===== config.mk =====
export PLATFORM = sky130hd
export DESIGN_NAME = pwm_controller_16ch_registers_top
export DESIGN_NICKNAME = d
export VERILOG_FILES = /design/src/hw/rtl/pwmc_pkg.sv /design/src/hw/rtl/pwmc_front.sv /design/src/hw/rtl/pwmc_queue.sv /design/src/hw/rtl/pwmc_back.sv /design/src/hw/rtl/pwm_controller_16ch_registers_top.sv
export SDC_FILE = /design/constraint.sdc
export NUM_CORES = 2
export LEC_CHECK = 0
export ABC_AREA = 0
export BUFFER_PORTS_ARGS = -buffer_cell sky130_fd_sc_hd__buf_2
export CELL_PAD_IN_SITES_DETAIL_PLACEMENT = 1
export CELL_PAD_IN_SITES_GLOBAL_PLACEMENT = 1
export CORE_MARGIN = 3
export CORE_UTILIZATION = 30
export CTS_CLUSTER_SIZE = 8
export DETAILED_ROUTE_END_ITERATION = 10
export PLACE_DENSITY = 0.65
export SKIP_CTS_REPAIR_TIMING = 1
export SYNTH_ARGS = -nofsm -noshare
export SYNTH_HDL_FRONTEND = slang
export SYNTH_HIERARCHICAL = 1
export SYNTH_SLANG_ARGS = --single-unit

===== constraint.sdc =====
create_clock -name clk -period 4.53 [get_ports clk]
set_input_delay 0.453 -clock clk [delete_from_list [all_inputs] [get_ports clk]]
set_output_delay 0.453 -clock clk [all_outputs]
set_load 0.05 [all_outputs]

===== src/hw/rtl/pwmc_pkg.sv =====
package pwmc_pkg;

  // item op codes
  localparam logic [1:0] OP_WRITE = 2'd0;
  localparam logic [1:0] OP_READ  = 2'd1;
  localparam logic [1:0] OP_TICK  = 2'd2;

  // register map
  localparam logic [7:0] ADDR_MODE     = 8'h00;
  localparam logic [7:0] ADDR_PRESCALE = 8'hFE;
  localparam logic [7:0] ADDR_CH_BASE  = 8'h06;
  localparam logic [7:0] ADDR_ALL_BASE = 8'hFA;
  localparam logic [7:0] ADDR_ALL_LAST = 8'hFD;

  localparam int SLEEP_POS = 4;
  localparam logic [7:0] MODE_RESET     = 8'h10;
  localparam logic [7:0] PRESCALE_RESET = 8'd30;

  localparam int COUNT_W = 12;
  localparam int CHAN_W  = 4;
  localparam int OUT_W   = 16;

  localparam int QUEUE_DEPTH = 2;
  localparam int QUEUE_PTR_W = 1;
  localparam int QUEUE_CNT_W = 2;

  typedef struct packed {
    logic [1:0] op;
    logic [7:0] reg_addr;
    logic [7:0] write_data;
  } item_t;

  typedef struct packed {
    logic [7:0]       read_data;
    logic [OUT_W-1:0] pwm_out;
  } result_t;

  typedef enum logic [3:0] {
    CMD_NOP,
    CMD_WR_MODE,
    CMD_WR_PRESCALE,
    CMD_WR_ALL,
    CMD_WR_CH,
    CMD_RD_MODE,
    CMD_RD_PRESCALE,
    CMD_RD_CH,
    CMD_TICK
  } cmd_kind_t;

  // part: 0 on low, 1 on high, 2 off low, 3 off high
  typedef struct packed {
    cmd_kind_t         kind;
    logic [CHAN_W-1:0] chan;
    logic [1:0]        part;
    logic [7:0]        data;
  } cmd_t;

  typedef struct packed {
    logic full;
    logic empty;
  } queue_stat_t;

  function automatic logic [COUNT_W-1:0] put_count_byte(input logic [COUNT_W-1:0] count,
                                                        input logic hi,
                                                        input logic [7:0] data);
    logic [COUNT_W-1:0] res;
    res = count;
    if (hi) begin
      res[COUNT_W-1:8] = data[3:0];
    end else begin
      res[7:0] = data;
    end
    return res;
  endfunction

  function automatic logic [7:0] get_count_byte(input logic [COUNT_W-1:0] count,
                                                input logic hi);
    logic [7:0] res;
    if (hi) begin
      res = {4'd0, count[COUNT_W-1:8]};
    end else begin
      res = count[7:0];
    end
    return res;
  endfunction

endpackage


===== src/hw/rtl/pwmc_front.sv =====
module pwmc_front #(
  parameter int CHANNELS = 16
) (
  input  pwmc_pkg::item_t       req,
  input  logic                  req_valid,
  output logic                  req_stall,
  input  pwmc_pkg::queue_stat_t q_stat,
  output logic                  push,
  output pwmc_pkg::cmd_t        cmd
);

  localparam logic [8:0] CH_END = 9'(32'(pwmc_pkg::ADDR_CH_BASE) + 4 * CHANNELS);

  logic [7:0] ch_off;
  logic       in_ch;
  logic       in_all;

  assign ch_off = req.reg_addr - pwmc_pkg::ADDR_CH_BASE;
  assign in_ch  = (req.reg_addr >= pwmc_pkg::ADDR_CH_BASE) && ({1'b0, req.reg_addr} < CH_END);
  assign in_all = (req.reg_addr >= pwmc_pkg::ADDR_ALL_BASE) &&
                  (req.reg_addr <= pwmc_pkg::ADDR_ALL_LAST);

  assign req_stall = q_stat.full;
  assign push      = req_valid && !q_stat.full;

  always_comb begin
    cmd.kind = pwmc_pkg::CMD_NOP;
    cmd.chan = ch_off[pwmc_pkg::CHAN_W+1:2];
    cmd.part = ch_off[1:0];
    cmd.data = req.write_data;
    if (in_all) begin
      cmd.part = 2'(req.reg_addr - pwmc_pkg::ADDR_ALL_BASE);
    end
    unique case (req.op)
      pwmc_pkg::OP_WRITE: begin
        if (req.reg_addr == pwmc_pkg::ADDR_MODE) begin
          cmd.kind = pwmc_pkg::CMD_WR_MODE;
        end else if (req.reg_addr == pwmc_pkg::ADDR_PRESCALE) begin
          cmd.kind = pwmc_pkg::CMD_WR_PRESCALE;
        end else if (in_all) begin
          cmd.kind = pwmc_pkg::CMD_WR_ALL;
        end else if (in_ch) begin
          cmd.kind = pwmc_pkg::CMD_WR_CH;
        end
      end
      pwmc_pkg::OP_READ: begin
        // all-channel addresses read back as zero
        if (req.reg_addr == pwmc_pkg::ADDR_MODE) begin
          cmd.kind = pwmc_pkg::CMD_RD_MODE;
        end else if (req.reg_addr == pwmc_pkg::ADDR_PRESCALE) begin
          cmd.kind = pwmc_pkg::CMD_RD_PRESCALE;
        end else if (in_ch) begin
          cmd.kind = pwmc_pkg::CMD_RD_CH;
        end
      end
      pwmc_pkg::OP_TICK: cmd.kind = pwmc_pkg::CMD_TICK;
      default: cmd.kind = pwmc_pkg::CMD_NOP;
    endcase
  end

endmodule


===== src/hw/rtl/pwmc_queue.sv =====
module pwmc_queue (
  input  logic                  clk,
  input  logic                  rst,
  input  logic                  push,
  input  pwmc_pkg::cmd_t        din,
  input  logic                  pop,
  output pwmc_pkg::cmd_t        dout,
  output pwmc_pkg::queue_stat_t q_stat
);

  pwmc_pkg::cmd_t                   mem [pwmc_pkg::QUEUE_DEPTH];
  logic [pwmc_pkg::QUEUE_PTR_W-1:0] wr_ptr;
  logic [pwmc_pkg::QUEUE_PTR_W-1:0] rd_ptr;
  logic [pwmc_pkg::QUEUE_CNT_W-1:0] count;

  assign q_stat.full  = (count == pwmc_pkg::QUEUE_CNT_W'(pwmc_pkg::QUEUE_DEPTH));
  assign q_stat.empty = (count == '0);
  assign dout         = mem[rd_ptr];

  always_ff @(posedge clk) begin
    if (push) begin
      mem[wr_ptr] <= din;
    end
  end

  always_ff @(posedge clk) begin
    if (rst) begin
      wr_ptr <= '0;
      rd_ptr <= '0;
      count  <= '0;
    end else begin
      if (push) begin
        wr_ptr <= wr_ptr + 1'b1;
      end
      if (pop) begin
        rd_ptr <= rd_ptr + 1'b1;
      end
      if (push && !pop) begin
        count <= count + 1'b1;
      end else if (pop && !push) begin
        count <= count - 1'b1;
      end
    end
  end

endmodule


===== src/hw/rtl/pwmc_back.sv =====
module pwmc_back #(
  parameter int CHANNELS    = 16,
  parameter int PHASE_STEPS = 4096
) (
  input  logic                  clk,
  input  logic                  rst,
  input  pwmc_pkg::cmd_t        cmd,
  input  pwmc_pkg::queue_stat_t q_stat,
  output logic                  pop,
  output logic                  rsp_valid,
  input  logic                  rsp_stall,
  output pwmc_pkg::result_t     rsp
);

  localparam int CW   = pwmc_pkg::COUNT_W;
  localparam int IDXW = (CHANNELS > 1) ? $clog2(CHANNELS) : 1;

  logic [7:0]          mode_reg,      mode_reg_next;
  logic [7:0]          prescale_reg,  prescale_reg_next;
  logic [7:0]          divider_count, divider_count_next;
  logic [CW-1:0]       phase_count,   phase_count_next;
  logic [CHANNELS-1:0] output_levels, output_levels_next;
  logic [CW-1:0]       on_counts      [CHANNELS];
  logic [CW-1:0]       on_counts_next [CHANNELS];
  logic [CW-1:0]       off_counts      [CHANNELS];
  logic [CW-1:0]       off_counts_next [CHANNELS];

  logic [IDXW-1:0] idx;
  logic [CW:0]     phase_inc;
  logic [CW-1:0]   phase_wrap;
  logic [7:0]      rd;
  logic            asleep;

  assign idx        = cmd.chan[IDXW-1:0];
  assign asleep     = mode_reg[pwmc_pkg::SLEEP_POS];
  assign phase_inc  = {1'b0, phase_count} + 1'b1;
  assign phase_wrap = (phase_inc >= (CW+1)'(PHASE_STEPS)) ? '0 : phase_inc[CW-1:0];

  // output slot frees up when empty or being taken
  assign pop = !q_stat.empty && (!rsp_valid || !rsp_stall);

  always_comb begin
    mode_reg_next      = mode_reg;
    prescale_reg_next  = prescale_reg;
    divider_count_next = divider_count;
    phase_count_next   = phase_count;
    output_levels_next = output_levels;
    on_counts_next     = on_counts;
    off_counts_next    = off_counts;
    rd                 = '0;
    if (pop) begin
      unique case (cmd.kind)
        pwmc_pkg::CMD_WR_MODE: mode_reg_next = cmd.data;
        pwmc_pkg::CMD_WR_PRESCALE: begin
          if (asleep) begin
            prescale_reg_next = cmd.data;
          end
        end
        pwmc_pkg::CMD_WR_ALL: begin
          for (int n = 0; n < CHANNELS; n++) begin
            if (cmd.part[1]) begin
              off_counts_next[n] = pwmc_pkg::put_count_byte(off_counts[n], cmd.part[0],
                                                            cmd.data);
            end else begin
              on_counts_next[n] = pwmc_pkg::put_count_byte(on_counts[n], cmd.part[0],
                                                           cmd.data);
            end
          end
        end
        pwmc_pkg::CMD_WR_CH: begin
          if (cmd.part[1]) begin
            off_counts_next[idx] = pwmc_pkg::put_count_byte(off_counts[idx], cmd.part[0],
                                                            cmd.data);
          end else begin
            on_counts_next[idx] = pwmc_pkg::put_count_byte(on_counts[idx], cmd.part[0],
                                                           cmd.data);
          end
        end
        pwmc_pkg::CMD_RD_MODE:     rd = mode_reg;
        pwmc_pkg::CMD_RD_PRESCALE: rd = prescale_reg;
        pwmc_pkg::CMD_RD_CH: begin
          if (cmd.part[1]) begin
            rd = pwmc_pkg::get_count_byte(off_counts[idx], cmd.part[0]);
          end else begin
            rd = pwmc_pkg::get_count_byte(on_counts[idx], cmd.part[0]);
          end
        end
        pwmc_pkg::CMD_TICK: begin
          if (!asleep) begin
            if (divider_count != prescale_reg) begin
              divider_count_next = divider_count + 1'b1;
            end else begin
              divider_count_next = '0;
              phase_count_next   = phase_wrap;
              // off wins when both counts match
              for (int n = 0; n < CHANNELS; n++) begin
                if (phase_wrap == off_counts[n]) begin
                  output_levels_next[n] = 1'b0;
                end else if (phase_wrap == on_counts[n]) begin
                  output_levels_next[n] = 1'b1;
                end
              end
            end
          end
        end
        default: ;
      endcase
    end
  end

  always_ff @(posedge clk) begin
    if (rst) begin
      mode_reg      <= pwmc_pkg::MODE_RESET;
      prescale_reg  <= pwmc_pkg::PRESCALE_RESET;
      divider_count <= '0;
      phase_count   <= '0;
      output_levels <= '0;
      for (int n = 0; n < CHANNELS; n++) begin
        on_counts[n]  <= '0;
        off_counts[n] <= '0;
      end
      rsp_valid <= 1'b0;
    end else begin
      mode_reg      <= mode_reg_next;
      prescale_reg  <= prescale_reg_next;
      divider_count <= divider_count_next;
      phase_count   <= phase_count_next;
      output_levels <= output_levels_next;
      on_counts     <= on_counts_next;
      off_counts    <= off_counts_next;
      if (pop) begin
        rsp_valid <= 1'b1;
      end else if (!rsp_stall) begin
        rsp_valid <= 1'b0;
      end
    end
  end

  always_ff @(posedge clk) begin
    if (pop) begin
      rsp.read_data <= rd;
      rsp.pwm_out   <= pwmc_pkg::OUT_W'(output_levels_next);
    end
  end

endmodule


===== src/hw/rtl/pwm_controller_16ch_registers_top.sv =====
// register-mapped pwm generator, up to 16 channels with 12-bit on/off counts
// req channel: one item per transfer (req_valid/req_stall): a byte register
//   write, a byte register read, or one oscillator tick
// rsp channel: exactly one result per item, in order (rsp_valid/rsp_stall):
//   read_data (zero unless a mapped register is read) and pwm_out, the
//   channel levels after that item
// a decode stage classifies each item into a two-entry command queue; the
//   execute stage updates the register file, divider and phase counter and
//   loads the output register
// with an idle queue an item is written to a queue entry and then registered into the
//   output register, where rsp_valid rises
// throughput: one item per cycle sustained unless rsp stalls, set by the single execute stage
// when rsp is stalled the output register holds, the queue fills, and req_stall
//   rises after two more transfers; it drops as soon as a result is taken
// reset: mode 0x10 (asleep), prescale 30, all counts, divider, phase and
//   outputs zero; no clearing pass, the block takes items right after reset
module pwm_controller_16ch_registers_top #(
  parameter int CHANNELS    = 16,
  parameter int PHASE_STEPS = 4096
) (
  input  logic              clk,
  input  logic              rst,
  input  logic              req_valid,
  output logic              req_stall,
  input  pwmc_pkg::item_t   req,
  output logic              rsp_valid,
  input  logic              rsp_stall,
  output pwmc_pkg::result_t rsp
);

  pwmc_pkg::queue_stat_t q_stat;
  pwmc_pkg::cmd_t        cmd_in;
  pwmc_pkg::cmd_t        cmd_out;
  logic                  push;
  logic                  pop;

  pwmc_front #(
    .CHANNELS(CHANNELS)
  ) u_front (
    .req      (req),
    .req_valid(req_valid),
    .req_stall(req_stall),
    .q_stat   (q_stat),
    .push     (push),
    .cmd      (cmd_in)
  );

  pwmc_queue u_queue (
    .clk   (clk),
    .rst   (rst),
    .push  (push),
    .din   (cmd_in),
    .pop   (pop),
    .dout  (cmd_out),
    .q_stat(q_stat)
  );

  pwmc_back #(
    .CHANNELS   (CHANNELS),
    .PHASE_STEPS(PHASE_STEPS)
  ) u_back (
    .clk      (clk),
    .rst      (rst),
    .cmd      (cmd_out),
    .q_stat   (q_stat),
    .pop      (pop),
    .rsp_valid(rsp_valid),
    .rsp_stall(rsp_stall),
    .rsp      (rsp)
  );

`ifndef SYNTHESIS
  a_rsp_idle_after_rst: assert property (@(posedge clk) rst |=> !rsp_valid)
    else $error("result valid right after reset");

  a_req_open_after_rst: assert property (@(posedge clk) rst |=> !req_stall)
    else $error("request stalled right after reset");

  a_unused_channels_low: assert property (@(posedge clk) disable iff (rst)
    rsp_valid |-> ((32'(rsp.pwm_out) >> CHANNELS) == 32'd0))
    else $error("level on a channel beyond the channel count");

  a_drain_frees_queue: assert property (@(posedge clk) disable iff (rst)
    (req_stall && !rsp_stall) |=> !req_stall)
    else $error("queue stayed full after a result was taken");
`endif

endmodule


# Word level (Yosys, flattened, before mapping)
# Memories as Yosys holds them, arrays and structs flattened. A register that Yosys moved wholly into a read port is not among the register bits.
# Index checks and enable logic that the tools add are counted.
# Widths: inputs -> output; s select.
# op_classes
reduce_logical,27
mux,93
n_eq_ne,52
bitwise_logic,3
magnitude_cmp,7
n_addsub,8
# ops
op,n
$pmux 192 s2,2
$bwmux 192,2
$eq 12x12->1,32
$mux 192,2
$mux 8,13
$bmux 12 s4,2
$mux 12,8
$mux 16,4
$mux 4,14
$demux 12 s4,1
$mux 1,38
$pmux 8 s3,1
$reduce_and 5->1,4
$eq 4x3->1 const B,4
$add 12x1->13 const B,1
$ge 13x13->1 const B,1
$ne 2x2->1 const B,6
$pmux 4 s3,1
$add 8x1->8 const B,1
$eq 4x2->1 const B,2
$eq 8x8->1 const B,1
$ge 8x3->1 const B,1
$ge 8x8->1 const B,1
$le 8x8->1 const B,1
27 further kinds,47
# word_totals
reg_bits,465
n_memories,1
output_inout_bits,26
ramBits,36
# mem_list
name,depth,word_bits,rd,rd_ports_with_merged_regs,wr,line,text
u_queue.mem,2,18,1,1,1,pwmc_queue.sv:11,pwmc_pkg::cmd_t mem [pwmc_pkg::QUEUE_DEPTH];

# Longest topological paths before layout
# logic_depth
depth_word,11
depth_mapped,14

# Hierarchy
# The synthesis kept the hierarchy.
# modules_own_cells
mod,cells_per_inst,instances,area_each_um2
pwmc_back,3305,1,27825.4
pwmc_queue,78,1,1503.9
pwmc_front,44,1,309.0

# Worst setup path after synthesis
# No wires, ideal clock.
# synth_path
kind,flip-flop to flip-flop
start,register u_back.rsp_valid
end,"register, netlist name u_back/rsp[10]"
path_slack_ps,593
period_less_slack_ps,3937
setup_time_ps,265
path_stages_with_launch,10
t_arrival_ps,3672
cell_sequence,dfxtp_1 -> a21oi_1 -> and3_1 -> clkbuf_1 -> nand3_1 -> clkbuf_1 -> buf_1 -> a2111o_1 -> nor4_1 -> nor2_1
# synth_between
elab_chain_cells,4
# synth_lines
element,line,text
"start, declared",pwmc_back.sv:10,"output logic rsp_valid,"
"start signal, assigned",pwmc_back.sv:122,rsp_valid <= 1'b0;
"start signal, assigned",pwmc_back.sv:132,rsp_valid <= 1'b1;
"start signal, assigned",pwmc_back.sv:134,rsp_valid <= 1'b0;
$logic_not 1->1,pwmc_back.sv:40,assign pop = !q_stat.empty && (!rsp_valid || !rsp_stall);
$logic_or 1x1->1,pwmc_back.sv:40,
$logic_and 1x1->1,pwmc_back.sv:40,
named net pop,pwm_controller_16ch_registers_top.sv:35,logic pop;
$mux 16,pwmc_back.sv:51,if (pop) begin
named net u_back.output_levels_next[10],pwmc_back.sv:22,"logic [CHANNELS-1:0] output_levels, output_levels_next;"
# The timed path passes the listed nets, and every way through them passes these cells.
# A chain may end at the register's enable or synchronous reset.

==> flow_summary.json <==
{
  "clock_skew_ps": 35.9,
  "worstSetupEndpointType": "flop",
  "finalSetupTns_ps": 0,
  "layout.cells.most_common": "sky130_fd_sc_hd__nor2_1",
  "worst_slack_ps": 332,
  "p_leak_nw": 10.7,
  "max_cap_viol_count": 0,
  "fp.dieH_um": 320,
  "top_regs": "u_back/off_counts (192), u_back/on_counts (192), u_queue/mem (36)",
  "routed.top_layer": "met5",
  "achievable-frequency_mhz": 238,
  "globalRoute.totalOverflow": 0,
  "dr_total_vias": 30300,
  "clock_tree_from_tritoncts": "built",
  "slew_hr_pct": 12.4,
  "yosysWarningCount": 6,
  "fin_crit_sh_pct": 92.7,
  "timing.critical_path.from_type": "flop",
  "number_of_nets_still_failing_antenna_checks_after_routing": 0,
  "crit_type": "flop to flop",
  "die_width_um": 320,
  "timing.hold.ws_ps": 21.7,
  "synth-edff-count": 60,
  "min-delay-path-class": "primary input to flop",
  "floorplan.initialDensity_pct": 30.5,
  "io_buffers": 47,
  "clk_root_buffer_cell": "sky130_fd_sc_hd__clkbuf_16",
  "boundaryPins": 48,
  "grt_setup_unrepaired": "no",
  "routed_wire_length_per_instance_um": 31.9,
  "yosys_reg_bits": 502,
  "cts.reportedPaths.clkPinSlew_ps": 50,
  "setup_violations": 0,
  "cts_made_buffers": 74,
  "rows": 114,
  "postSynth.asyncResetShare_pct": 0,
  "core-area_um2": 97300,
  "grt_pass1_vias": 29500,
  "netlist_cell_types": 81,
  "grt_max_degree": 184,
  "actual_transition_at_the_worst_max_transition_pin_ps": 1310,
  "final_nets": 3489,
  "wl_met2_um": 65100,
  "layout.cells.most_common_list": "552 x sky130_fd_sc_hd__nor2_1, 506 x sky130_fd_sc_hd__nand2_1, 441 x sky130_fd_sc_hd__dfxtp_1, 378 x sky130_fd_sc_hd__a311oi_1, 248 x sky130_fd_sc_hd__xnor2_1",
  "layout_min_cycle_time_ps": 4200,
  "cellPowerDensity_nw_per_um2": 488,
  "synth-seq-area-share_pct": 35.9,
  "post-dp-hpwl_um": 107000,
  "clkLatencyLatePin_ps": 650,
  "synth-main-ff-cell": "sky130_fd_sc_hd__dfxtp_1",
  "routabilityCongestion": 1.02,
  "preCtsSetupSlack_ps": 248,
  "layout-drive-gt1-share_pct": 15.3,
  "post-route-drc-count": 0,
  "antenna_found_initial": 7,
  "drt-total-wl_um": 152000,
  "syn_area_um2": 29600,
  "arrival_ps": 4550,
  "detailroute.wirelength.met3_um": 15900,
  "required_ps": 4880,
  "result_of_the_run": "complete, no violations",
  "postSynthAreaPerCell_um2": 8.65,
  "final-hold-violation-count": 0,
  "cts_htree_levels": 3,
  "first_pass_iters": 9,
  "max-vdd-ir-drop_uv": 256,
  "ctsLongestPathBuffers": 3,
  "final-max-slew-violation-count": 0,
  "layout.filler_cells": 11300,
  "first_iter_violations": 3737,
  "die_area_um2": 103000,
  "grt_use_total_pct": 28.8,
  "worst-path-max-fanout": 13,
  "synthesized_net_count": 3454,
  "met1_length_um": 61300,
  "cts.sink_count": 502,
  "layout-area-overhead-vs-synth_pct": 16.0,
  "global_route_wire_length_before_repair_um": 217000,
  "syn-instance-count": 3427,
  "average_via_count_per_standard_cell": 6.36
}
-- final timing paths --
| kind | cells past startpoint | slack (ps) | startpoint | endpoint |
|---|---|---|---|---|
| worst max-delay path | 10 | 330 | flop | u_back/rsp[18]$_SDFFCE_PN0P_ |
| worst max register to register | 10 | 330 | flop | u_back/rsp[18]$_SDFFCE_PN0P_ |
| worst min-delay path | 1 | 20 | req[7] | u_queue/mem[0][7]$_DFFE_PP_ |
| worst min register to register | 2 | 460 | u_back/mode_reg[2]$_SDFFE_PP0P_ | u_back/mode_reg[2]$_SDFFE_PP0P_ |
-- synthesized netlist by cell type, types with 48 or more instances --
master | n | share of area (%)
sky130_fd_sc_hd__nor2_1 | 565 | 7.2
sky130_fd_sc_hd__nand2_1 | 510 | 6.5
sky130_fd_sc_hd__dfxtp_1 | 442 | 30
sky130_fd_sc_hd__a311oi_1 | 378 | 11
sky130_fd_sc_hd__xnor2_1 | 250 | 7.4
sky130_fd_sc_hd__clkbuf_1 | 223 | 2.8
sky130_fd_sc_hd__mux4_2 | 104 | 7.9
sky130_fd_sc_hd__a21oi_1 | 82 | 1.4
sky130_fd_sc_hd__buf_2 | 74 | 1.2
sky130_fd_sc_hd__o21ai_0 | 61 | 1.0
sky130_fd_sc_hd__edfxtp_1 | 60 | 6.1
sky130_fd_sc_hd__xor2_1 | 58 | 1.7
sky130_fd_sc_hd__nor3_1 | 48 | 0.81
-- routing by layer --
metal / global-route usage, % / vias up
met5: 0 / -
met4: 16.8 / 4
met3: 6.93 / 496
met2: 43.2 / 1817
met1: 37.8 / 15300
li1: - / 12800
-- through the flow --
stage | util (%) | area (µm²) | std cells | total power (W)
global route | 35.3 | 34400 | 4772 | 0.0173
CTS | 35.3 | 34400 | 4772 | 0.0167
finish | 35.3 | 34400 | 4774 | 0.0168
global placement | 33.1 | 32200 | 4662 | 0.0113
detailed placement | 33.1 | 32200 | 4662 | 0.0113
floorplan | - | 29600 | 3427 | 0.00877
-- power by group --
| part | switching (W) | total [W] | internal (W) |
|---|---|---|---|
| registers | 0.000637 | 0.00569 | 0.00505 |
| logic | 0.00407 | 0.00573 | 0.00166 |
| clock network | 0.00217 | 0.00535 | 0.00318 |
-- critical path: stages (launching register included) --
cell,delay [ps]
sky130_fd_sc_hd__dfxtp_1,540
sky130_fd_sc_hd__buf_4,290
sky130_fd_sc_hd__mux2_2,520
sky130_fd_sc_hd__and2_1,450
sky130_fd_sc_hd__buf_4,280
sky130_fd_sc_hd__a22o_1,280
sky130_fd_sc_hd__a221oi_1,540
sky130_fd_sc_hd__a2bb2oi_1,430
sky130_fd_sc_hd__a21oi_1,220
sky130_fd_sc_hd__a211oi_1,290
sky130_fd_sc_hd__nor2_1,90
-- final cells by class --
type                            instances  area, µm²  area share (%)
Clock inverter                          1       16.3          0.0473
Multi-Input combinational cell       2592      17800            51.8
Inverter                               14       52.6           0.153
Tap cell                             1276       1600            4.64
Sequential cell                       502      10700            31.0
Timing Repair Buffer                  278       2140            6.23
Antenna cell                            2       5.00          0.0146
Clock buffer                          109       2120            6.16
-- cells by family (layout without fill, tap and decap cells) --
kind of cell,after synthesis,count (layout),share of synthesized area (%)
and+or+nand+nor,1350,1350,19.3
AOI/OAI and AO/OA,771,771,20.5
DFF,502,502,35.9
buffers and inverters,333,402,4.71
xor gates and xnor gates,319,319,9.91
muxes,147,147,9.44
adders and majority gates,5,5,0.211
other,0,2,0
(Power assumes the default switching activity.)
